`src/sv/dots_pkg.sv`:
```
package dots_pkg;

  typedef enum logic [3:0] {
    PH_CODE  = 4'b0001,
    PH_LEN   = 4'b0010,
    PH_VALUE = 4'b0100,
    PH_DONE  = 4'b1000
  } phase_e;

  typedef enum logic [1:0] {
    ST_SEARCH = 2'd0,
    ST_FOUND  = 2'd1,
    ST_NONE   = 2'd2,
    ST_TRUNC  = 2'd3
  } status_e;

  localparam logic [7:0] CodePad    = 8'd0;
  localparam logic [7:0] CodeEnd    = 8'd255;
  localparam logic [7:0] TargetRst  = 8'd53;

  typedef struct packed {
    logic [7:0] seg_byte;
    logic       seg_last;
  } in_t;

  typedef struct packed {
    logic [7:0] value_byte;
    logic       value_valid;
    logic       value_last;
    logic       answer_ready;
    logic [1:0] scan_status;
  } out_t;

  typedef struct packed {
    phase_e     phase;
    logic [7:0] bytes_left;
    logic       record_matches;
  } scan_state_t;

endpackage

```
`src/sv/dots_if.sv`:
```
interface dots_in_if import dots_pkg::*; ();
  logic valid;
  logic ready;
  in_t  payload;

  modport source (output valid, output payload, input ready);
  modport sink   (input valid, input payload, output ready);
endinterface

interface dots_out_if import dots_pkg::*; ();
  logic valid;
  logic ready;
  out_t payload;

  modport source (output valid, output payload, input ready);
  modport sink   (input valid, input payload, output ready);
endinterface

```
`src/sv/dots_step.sv`:
```
module dots_step import dots_pkg::*; (
  input  scan_state_t state_i,
  input  in_t         item_i,
  input  logic [7:0]  target_i,
  output scan_state_t state_o,
  output out_t        result_o
);

  logic       singular;
  logic       last;
  logic [7:0] b;
  logic [7:0] left_dec;
  status_e    status;

  assign singular = (target_i == CodePad) || (target_i == CodeEnd);
  assign last     = item_i.seg_last;
  assign b        = item_i.seg_byte;
  assign left_dec = state_i.bytes_left - 8'd1;

  always_comb begin
    state_o  = state_i;
    result_o = '0;
    status   = ST_SEARCH;
    case (state_i.phase)
      PH_CODE: begin
        if (singular) begin
          if (b == target_i) begin
            status        = ST_FOUND;
            state_o.phase = PH_DONE;
          end else if (last) begin
            status = ST_NONE;
          end
        end else if (b == CodePad) begin
          if (last) status = ST_NONE;
        end else if (b == CodeEnd) begin
          status        = ST_NONE;
          state_o.phase = PH_DONE;
        end else begin
          state_o.record_matches = (b == target_i);
          state_o.phase          = PH_LEN;
          if (last) status = ST_TRUNC;
        end
      end
      PH_LEN: begin
        state_o.bytes_left = b;
        if (b == 8'd0) begin
          if (state_i.record_matches) begin
            status        = ST_FOUND;
            state_o.phase = PH_DONE;
          end else begin
            state_o.phase = PH_CODE;
            if (last) status = ST_NONE;
          end
        end else begin
          state_o.phase = PH_VALUE;
          if (last) status = ST_TRUNC;
        end
      end
      PH_VALUE: begin
        state_o.bytes_left = left_dec;
        if (state_i.record_matches) begin
          result_o.value_byte  = b;
          result_o.value_valid = 1'b1;
          if (left_dec == 8'd0) begin
            result_o.value_last = 1'b1;
            status              = ST_FOUND;
            state_o.phase       = PH_DONE;
          end else if (last) begin
            status = ST_TRUNC;
          end
        end else if (left_dec == 8'd0) begin
          state_o.phase = PH_CODE;
          if (last) status = ST_NONE;
        end else if (last) begin
          status = ST_TRUNC;
        end
      end
      default: begin
      end
    endcase

    // segment end: drop back to reset state
    if (last) begin
      state_o.phase          = PH_CODE;
      state_o.bytes_left     = 8'd0;
      state_o.record_matches = 1'b0;
    end

    result_o.scan_status  = status;
    result_o.answer_ready = (status != ST_SEARCH);
  end

endmodule

```
`src/sv/dhcp_option_tlv_scan.sv`:
```
// channel  dir  handshake      payload
// -------  ---  -------------  ------------------------------------------------
// in_i     in   valid / ready  seg_byte[7:0], seg_last
// out_o    out  valid / ready  value_byte[7:0], value_valid, value_last,
//                              answer_ready, scan_status[1:0]
// cfg      in   cfg_we_i       cfg_wdata_i[7:0] -> target_code
//
// One request in and one result out per cycle unless out_o stalls; each request
// passes the input register, the scan step, then the result register.
// rst_ni clears the scan state, the stage valids and target_code to 53.
// A stall at out_o holds the result register; in_i.ready stays high while
// the input register is empty or moves forward in the same cycle.
module dhcp_option_tlv_scan import dots_pkg::*; (
  input  logic        clk_i,
  input  logic        rst_ni,
  input  logic        cfg_we_i,
  input  logic [7:0]  cfg_wdata_i,
  dots_in_if.sink     in_i,
  dots_out_if.source  out_o
);

  logic        s1_valid_q, s1_valid_d;
  in_t         s1_data_q;
  logic        out_valid_q, out_valid_d;
  out_t        out_data_q;
  logic [7:0]  target_q;
  scan_state_t state_q, state_d;
  out_t        result;
  logic        out_free, s1_fire, in_fire;

  assign out_free = !out_valid_q || out_o.ready;
  assign s1_fire  = s1_valid_q && out_free;
  assign in_i.ready = !s1_valid_q || out_free;
  assign in_fire  = in_i.valid && in_i.ready;

  assign s1_valid_d  = in_fire ? 1'b1 : (s1_fire ? 1'b0 : s1_valid_q);
  assign out_valid_d = s1_fire ? 1'b1 : (out_o.ready ? 1'b0 : out_valid_q);

  dots_step u_step (
    .state_i  (state_q),
    .item_i   (s1_data_q),
    .target_i (target_q),
    .state_o  (state_d),
    .result_o (result)
  );

  always_ff @(posedge clk_i or negedge rst_ni) begin
    if (!rst_ni) begin
      s1_valid_q  <= 1'b0;
      out_valid_q <= 1'b0;
      target_q    <= TargetRst;
      state_q     <= '{phase: PH_CODE, bytes_left: 8'd0, record_matches: 1'b0};
    end else begin
      s1_valid_q  <= s1_valid_d;
      out_valid_q <= out_valid_d;
      if (cfg_we_i) target_q <= cfg_wdata_i;
      if (s1_fire) state_q <= state_d;
    end
  end

  always_ff @(posedge clk_i) begin
    if (in_fire) s1_data_q <= in_i.payload;
    if (s1_fire) out_data_q <= result;
  end

  assign out_o.valid   = out_valid_q;
  assign out_o.payload = out_data_q;

  a_last_is_found: assert property (@(posedge clk_i) disable iff (!rst_ni)
    (out_o.valid && out_o.payload.value_last) |->
      (out_o.payload.answer_ready && out_o.payload.value_valid &&
       out_o.payload.scan_status == ST_FOUND))
    else $error("value_last without found answer");

  a_answer_status: assert property (@(posedge clk_i) disable iff (!rst_ni)
    out_o.valid |->
      (out_o.payload.answer_ready == (out_o.payload.scan_status != ST_SEARCH)))
    else $error("answer_ready disagrees with scan_status");

  a_segment_reset: assert property (@(posedge clk_i) disable iff (!rst_ni)
    (s1_fire && s1_data_q.seg_last) |=>
      (state_q.phase == PH_CODE && state_q.bytes_left == 8'd0 &&
       !state_q.record_matches))
    else $error("scan state not cleared at segment end");

  a_stage_moves: assert property (@(posedge clk_i) disable iff (!rst_ni)
    s1_fire |=> out_valid_q)
    else $error("result lost between stages");

endmodule
```
`src/flat_wrapper.sv`:
```
// flat-port wrapper written by rule: the top's interface ports become plain ports
module dhcp_option_tlv_scan_flat import dots_pkg::*;
  (clk_i, rst_ni, cfg_we_i, cfg_wdata_i, in_i_valid, in_i_payload, in_i_ready, out_o_valid, out_o_payload, out_o_ready);
  dots_in_if in_i_i ();
  dots_out_if out_o_i ();
  input  logic clk_i;
  input  logic rst_ni;
  input  logic cfg_we_i;
  input  logic [7:0] cfg_wdata_i;
  input wire logic [$bits(in_i_i.valid)-1:0] in_i_valid;
  input wire logic [$bits(in_i_i.payload)-1:0] in_i_payload;
  output wire logic [$bits(in_i_i.ready)-1:0] in_i_ready;
  output wire logic [$bits(out_o_i.valid)-1:0] out_o_valid;
  output wire logic [$bits(out_o_i.payload)-1:0] out_o_payload;
  input wire logic [$bits(out_o_i.ready)-1:0] out_o_ready;
  assign in_i_i.valid = in_i_valid;
  assign in_i_i.payload = in_i_payload;
  assign in_i_ready = in_i_i.ready;
  assign out_o_valid = out_o_i.valid;
  assign out_o_payload = out_o_i.payload;
  assign out_o_i.ready = out_o_ready;
  dhcp_option_tlv_scan u_core (.clk_i(clk_i), .rst_ni(rst_ni), .cfg_we_i(cfg_we_i), .cfg_wdata_i(cfg_wdata_i), .in_i(in_i_i), .out_o(out_o_i));
endmodule
```
`config.mk`:
```
export PLATFORM = sky130hd
export DESIGN_NAME = dhcp_option_tlv_scan_flat
export DESIGN_NICKNAME = d
export VERILOG_FILES = /design/src/sv/dots_pkg.sv /design/src/sv/dots_if.sv /design/src/sv/dots_step.sv /design/src/sv/dhcp_option_tlv_scan.sv /design/src/flat_wrapper.sv
export SDC_FILE = /design/constraint.sdc
export NUM_CORES = 1
export LEC_CHECK = 0
export ABC_AREA = 1
export BUFFER_PORTS_ARGS = -buffer_cell sky130_fd_sc_hd__clkbuf_2
export CAP_MARGIN = 20
export CORE_ASPECT_RATIO = 1.4
export CORE_UTILIZATION = 45
export DETAILED_ROUTE_END_ITERATION = 8
export PLACE_DENSITY = 0.7
export SLEW_MARGIN = 20
export SYNTH_ARGS = -nofsm -noshare
export SYNTH_HDL_FRONTEND = slang
export SYNTH_SLANG_ARGS = --single-unit
```
`constraint.sdc`:
```
create_clock -name clk_i -period 1.9 [get_ports clk_i]
set_input_delay 0 -clock clk_i [delete_from_list [all_inputs] [get_ports clk_i]]
set_output_delay 0 -clock clk_i [all_outputs]
set_load 0.01 [all_outputs]
```
==> summary.md, run 1 <==
| Metric | Value |
|---|---|
| Leak Pwr | 0.001484 uW |
| Max_cap viols | 0 |
| Final hold violation count | 0 |
| Met2 wire length | 3.092 mm |
| Max Root-Sink Buffers | 2 |
| Final Setup Violations | 0 |
| Fmax | 536.6 MHz |
| Post-route setup slack | 36.46 ps |
| Cell variety after synth | 30 |
| Total overflow reported by the global router | 0 |
| FP Rows | 31 |
| Slew @ Worst Pin | 605.3 ps |
| Uppermost routed layer | met4 |
| Met3 WL | 158 um |
| Die extent in y | 88.63 um |
| Worst r2r path cells | 12 |
| Synth Flop Type | edfxtp_1 |
| HP Class | in -> reg |
| Tcrit/Tclk final | 98.08% |
| CTS tree | built |
| Clk_lat worst skew | 300 ps |
| H-tree depth | 2 |
| Routed vias/inst | 5.009 |
| Pwr Density | 1174 mW/mm^2 |
| Detail Route Antenna Nets | 0 |
| ANT cells | 0 |
| Worst reg-to-reg setup slack | 40 ps |
| Vias in the first global route | 2153 |
| Core area | 0.005159 mm^2 |
| WL per Instance | 12.84 um |
| Syn Inst Count | 296 |
| RSZ-0062 raised after global routing | true |
| Root buffer cell | clkbuf_8 |
| VDD IR-drop max | 0.5850 mV |
| Residual DRC | 0 |
| Post-synth net total | 320 |
| Final net count | 395 |
| WP data required | 1940 ps |
| Crit path to | u_core.out_o.payload[2] |
| Drt first-iter violations | 114 |
| Syn Area/Cell | 8.150 um^2 |
| Synthesis-stage register bit count | 45 |
| GRT Overall Usage | 21.95% |
| Startpoint Class | flip-flop |
| Dpl hpwl | 3.897 mm |
| Register area share after synthesis | 51.50% |
| Metal1 wirelength | 2.209 mm |
| Initial Util | 46.76% |
| Clock transition at path regs | 80 ps |
| Tot Pwr | 3666 uW |
| Largest net degree at the start of global routing | 24 |
| Crit path kind | reg -> reg |
| Outcome | finished, final reports clean |
| Vias | 2194 |
| Crit path time final | 1864 ps |
| Fin. max-slew vios | 0 |
| Pre-Repair DR Iteration Count | 4 |
| Die area | 0.005662 mm^2 |
| Critical Path Source | u_core.state_q[2] |
| Worst r2r dst | u_core.out_o.payload[2] |
| Io pins | 37 |
| Final Skew | 9.373 ps |
| Worst reg2reg startpoint | u_core.state_q[2] |
| Hold slack | 47.85 ps |
| Worst EP arrival | 1900 ps |
| Synth Cell Area | 0.002412 mm^2 |
| I/O Buffers | 36 |
| Num CTS Buffers | 5 |
| Largest fanout on the critical path | 4 |
| Async S/R FF share, synth | 51.11% |
| Die Span X | 63.88 um |
| Share of layout cells above drive strength 1 | 27.69% |
| Global placement routability congestion | 0.9260 |
| Synthesis warning total | 0 |
| First-pass GRT wire length | 9.377 mm |
| Initial antenna violation count | 0 |
| Slew margin rel. | 59.65% |
| Worst setup EP type | flip-flop |
| Post-synth EDFFs | 22 |
| Sink Count | 45 |
| Wirelength, routed | 5.623 mm |
| Setup TNS | 0 ps |
| Synthesis-to-finish area growth | 29.46% |
| Setup slack at placement | -67.60 ps |
[cell usage in the layout, fill, tap and decap left out, drive strengths merged, types with 15 or more instances in the layout]
master       instances
nand2               83
nor2                47
clkbuf              44
inv                 41
nand3               30
edfxtp              22
dlygate4sd3         20
dfrtp               18
o21ai               18
buf                 15
[registers in the layout, indices dropped and copies added (netlist names)]
| signal | count |
|---|---|
| u_core.target_q | 8 |
| u_core.s1_valid_q | 1 |
| u_core.out_o.payload | 13 |
| u_core.out_o.valid | 1 |
| u_core.s1_data_q | 9 |
| u_core.state_q | 13 |
[repair_timing]
item	in CTS	in global routing
setup endpoints to repair	3	6
hold buffers	20	0
setup buffers	4	4
pin swaps	2	14
hold endpoints to repair	37	0
gates cloned	0	0
resized for setup	3	19
[how the worst min path moves through the flow]
stage / startpoint / cells after the start / to / slack [ps]
finish: cfg_we_i / 3 / u_core.target_q[4] / 50
global route: cfg_we_i / 2 / u_core.target_q[0] / 100
CTS: cfg_we_i / 3 / u_core.target_q[4] / 40
detailed placement: rst_ni / 1 / u_core.state_q[3] / 40
global placement: rst_ni / 1 / u_core.target_q[1] / 30
floorplan: rst_ni / 0 / u_core.out_o.valid / -300
[synth_stat cells, types with 2 or more instances]
cell type	number	area, um^2
nand2_1	77	289.0
nor2_1	40	150.1
inv_1	37	138.9
nand3_1	27	135.1
edfxtp_1	22	660.6
dfrtp_1	18	450.4
o21ai_0	15	75.07
o22ai_1	7	43.79
nand4_1	6	37.54
nor2_2	6	37.54
dfstp_2	5	131.4
nand2_2	5	31.28
inv_2	4	15.01
nand3_2	3	30.03
xnor2_1	3	26.28
a21oi_1	2	10.01
clkbuf_1	2	7.510
ha_1	2	25.02
nor3_1	2	10.01
o21ai_2	2	17.52
o31ai_1	2	15.01
[through the flow]
stage               cell area (um^2)  std cells  utilization [%]
floorplan                       2412        296                -
global placement                2715        402            52.63
detailed placement              2715        402            52.63
CTS                             3040        434            58.94
global route                    3123        438            60.54
finish                          3123        438            60.54
[per-layer routing]
layer | global-route usage (%) | vias to the layer above
li1 | - | 1114
met1 | 23.52 | 1008
met2 | 41.78 | 57
met3 | 3.479 | 15
met4 | 10.33 | 0
met5 | 0 | -
[area by class of cell]
| cell class | count | area (um^2) |
|---|---|---|
| Fill cell | 460 | 2036 |
| Tap cell | 66 | 82.58 |
| Multi-Input combinational cell | 206 | 1062 |
| Timing Repair Buffer | 71 | 496.7 |
| Clock buffer | 8 | 80.08 |
| Sequential cell | 45 | 1244 |
| Inverter | 42 | 157.7 |
[worst max-delay path: stages, from the launching register on]
cell and delay (ps):
dfrtp_1 380, inv_2 80, ha_4 180, inv_2 50, nor2_2 40, nor2_2 150
nand3_2 100, nor2_2 130, nand3_2 140, nor2_4 130, nor2_2 40, nor2_2 90
nand3_1 80
[cell families after synthesis]
logic type,after synthesis,synth area share [%]
compound gates,30,7.261
xor+xnor,3,1.089
fa+ha+maj,2,1.037
buf+inv,45,7.053
flops,45,51.50
mux,1,0.4668
simple gates,170,31.59
[where the power goes]
part	leakage, uW	switching, uW	internal, uW
Combinational	0.000949	998	683
Clock	0.0000395	298	261
Sequential	0.000495	175	1250
(Power assumes the default switching activity.)
==> inputs of run 2 (changes only) <==
Settings changed: CTS_CLUSTER_DIAMETER set to 200, GPL_TIMING_DRIVEN set to 0.
==> run 2 against run 1 <==
Compared with the run above:
- register-to-register slack about the same
- sequential share of layout area decreased by 0.21 points
- hold slack got worse by 28 ps
- clock power increased by 1%
- largest power group unchanged
==> summary.md, run 2 (synthesis results as in run 1) <==
| Metric | Value |
|---|---|
| GRT Overall Usage | 20.73% |
| Worst EP arrival | 1900 ps |
| Io pins | 37 |
| Dpl hpwl | 3.678 mm |
| Startpoint Class | flip-flop |
| Wirelength, routed | 5.285 mm |
| Core area | 0.005159 mm^2 |
| Logic pwr share | 44.3% |
| Routed vias/inst | 5.053 |
| Setup TNS | 0 ps |
| Num CTS Buffers | 5 |
| Die area | 0.005662 mm^2 |
| VDD IR-drop max | 0.5660 mV |
| Seq pwr share | 39.8% |
| ANT cells | 0 |
| Vias in the first global route | 2092 |
| First-pass GRT wire length | 8.983 mm |
| Sw power | 1433 uW |
| Slew margin rel. | 53.37% |
| RSZ-0062 raised after global routing | true |
| I/O Buffers | 36 |
| Crit path kind | reg -> reg |
| Max Root-Sink Buffers | 2 |
| Outcome | finished, final reports clean |
| Met2 GRT Util | 39.94% |
| Internal power | 2123 uW |
| Grt peak-use layer | met2 |
| Post-DP Area | 0.002675 mm^2 |
| Fmax | 539.9 MHz |
| Worst setup EP type | flip-flop |
| Cell Chain, Critical Path | inv_2 -> ha_4 -> inv_4 -> nor2_4 -> nor2_4 -> nand3_2 -> nor2_2 -> nand3_2 -> nor2_2 -> nor2_1 -> nor2_2 -> nand3_1 |
| Initial antenna violation count | 0 |
| Final net count | 393 |
| FP Rows | 31 |
| Synthesis-to-finish area growth | 30.03% |
| Max_cap viols | 0 |
| CP max stage cell | dfrtp_1 |
| Final Skew | 5.714 ps |
| Met3 Use GR | 2.964% |
| Post-route cell area | 0.003137 mm^2 |
| CP max stage delay | 410 ps |
| Die Span X | 63.88 um |
| Clock group share of total power | 15.9% |
| Worst reg-to-reg setup slack | 50 ps |
| Leak Pwr | 0.001471 uW |
| Residual DRC | 0 |
| Clock transition at path regs | 80 ps |
| WP data required | 1950 ps |
| Sw Ratio | 40.29% |
| Tcrit/Tclk final | 97.48% |
| Die extent in y | 88.63 um |
| Share of layout cells above drive strength 1 | 25.14% |
| HP Class | in -> reg |
| CTS tree | built |
| Detail Route Antenna Nets | 0 |
| Sink Count | 45 |
| Largest fanout on the critical path | 4 |
| Initial Util | 46.76% |
| Slew @ Worst Pin | 697.8 ps |
| Total overflow reported by the global router | 0 |
| Met1 Use GR | 22.69% |
| Most common cell after layout, fill and taps aside | nand2_1 |
| Crit path time final | 1852 ps |
| Vias | 2203 |
| Clk_lat worst skew | 300 ps |
| CP most frequent cell | nor2_2 |
| Final Setup Violations | 0 |
| Final hold violation count | 0 |
| Largest net degree at the start of global routing | 24 |
| Drt first-iter violations | 83 |
| H-tree depth | 2 |
| Commonest non-fill, non-tap cells in the layout | 76 x nand2_1, 36 x clkbuf_2, 34 x nor2_1, 34 x inv_1, 24 x dlygate4sd3_1 |
| Global placement routability congestion | 0.8798 |
| Fin. max-slew vios | 0 |
| Pre-Repair DR Iteration Count | 4 |
| Pwr Density | 1134 mW/mm^2 |
| WL per Instance | 12.12 um |
| Root buffer cell | clkbuf_8 |
==> run 2: area by class of cell <==
type,count,area (um^2)
Buffer,3,12.51
Timing Repair Buffer,66,469.2
Inverter,42,160.2
Fill cell,449,2022
Clock buffer,8,80.08
Tap cell,66,82.58
Multi-Input combinational cell,206,1090
Sequential cell,45,1242
==> run 2: worst max-delay path, delay by kind of cell (launching register included) <==
family	cells	cell delay, ps
adders and majority gates	1	180
buffers and inverters	2	130
DFF	1	410
and+or+nand+nor	9	890
==> run 2: path summary, 6_finish.rpt <==
| check | to | cells past startpoint | from |
|---|---|---|---|
| max in group asynchronous | u_core.state_q[10] | 2 | rst_ni |
| min in group asynchronous | u_core.state_q[1] | 2 | rst_ni |
| worst min register to register | u_core.state_q[9] | 2 | u_core.state_q[9] |
| worst max-delay path | u_core.out_o.payload[2] | 12 | u_core.state_q[2] |
| worst max register to register | u_core.out_o.payload[2] | 12 | u_core.state_q[2] |
| worst min-delay path | u_core.target_q[7] | 2 | cfg_we_i |
==> run 2: power by group through the flow <==
stage	Sequential, uW	Combinational (uW)	Clock (uW)
after global routing	1440	1800	622
final	1410	1580	565
after floorplan	1410	1000	0
after global placement	1410	1290	0
after CTS	1400	1400	577
after detailed placement	1420	1300	0
==> run 2: through the flow <==
step / instances / total power (uW) / hold slack (ps) / utilization, % / setup slack [ps]
after detailed placement: 398 / 2720 / 42.09 / 51.86 / -117.2
after global placement: 398 / 2696 / 43.85 / 51.86 / -104.8
after global routing: 436 / 3861 / 32.01 / 60.81 / -116.8
after floorplan: 296 / 2411 / -295.6 / - / 101.3
final: 436 / 3556 / 20.04 / 60.81 / 47.82
after CTS: 431 / 3377 / 20.32 / 58.65 / 17.98
==> run 2: timing repair <==
| item | CTS | global route |
|---|---|---|
| hold buffers | 24 | 0 |
| setup endpoints to repair | 15 | 7 |
| hold endpoints to repair | 37 | 0 |
| pin swaps | 1 | 16 |
| buffers inserted | 1 | 5 |
| resized for setup | 5 | 20 |
==> run 2: routing by layer <==
| metal | vias to the layer above | wire (um) |
|---|---|---|
| met4 | 0 | 87 |
| met2 | 53 | 2885 |
| met1 | 1036 | 2123 |
| li1 | 1106 | - |
| met3 | 8 | 189 |
| met5 | - | 0 |
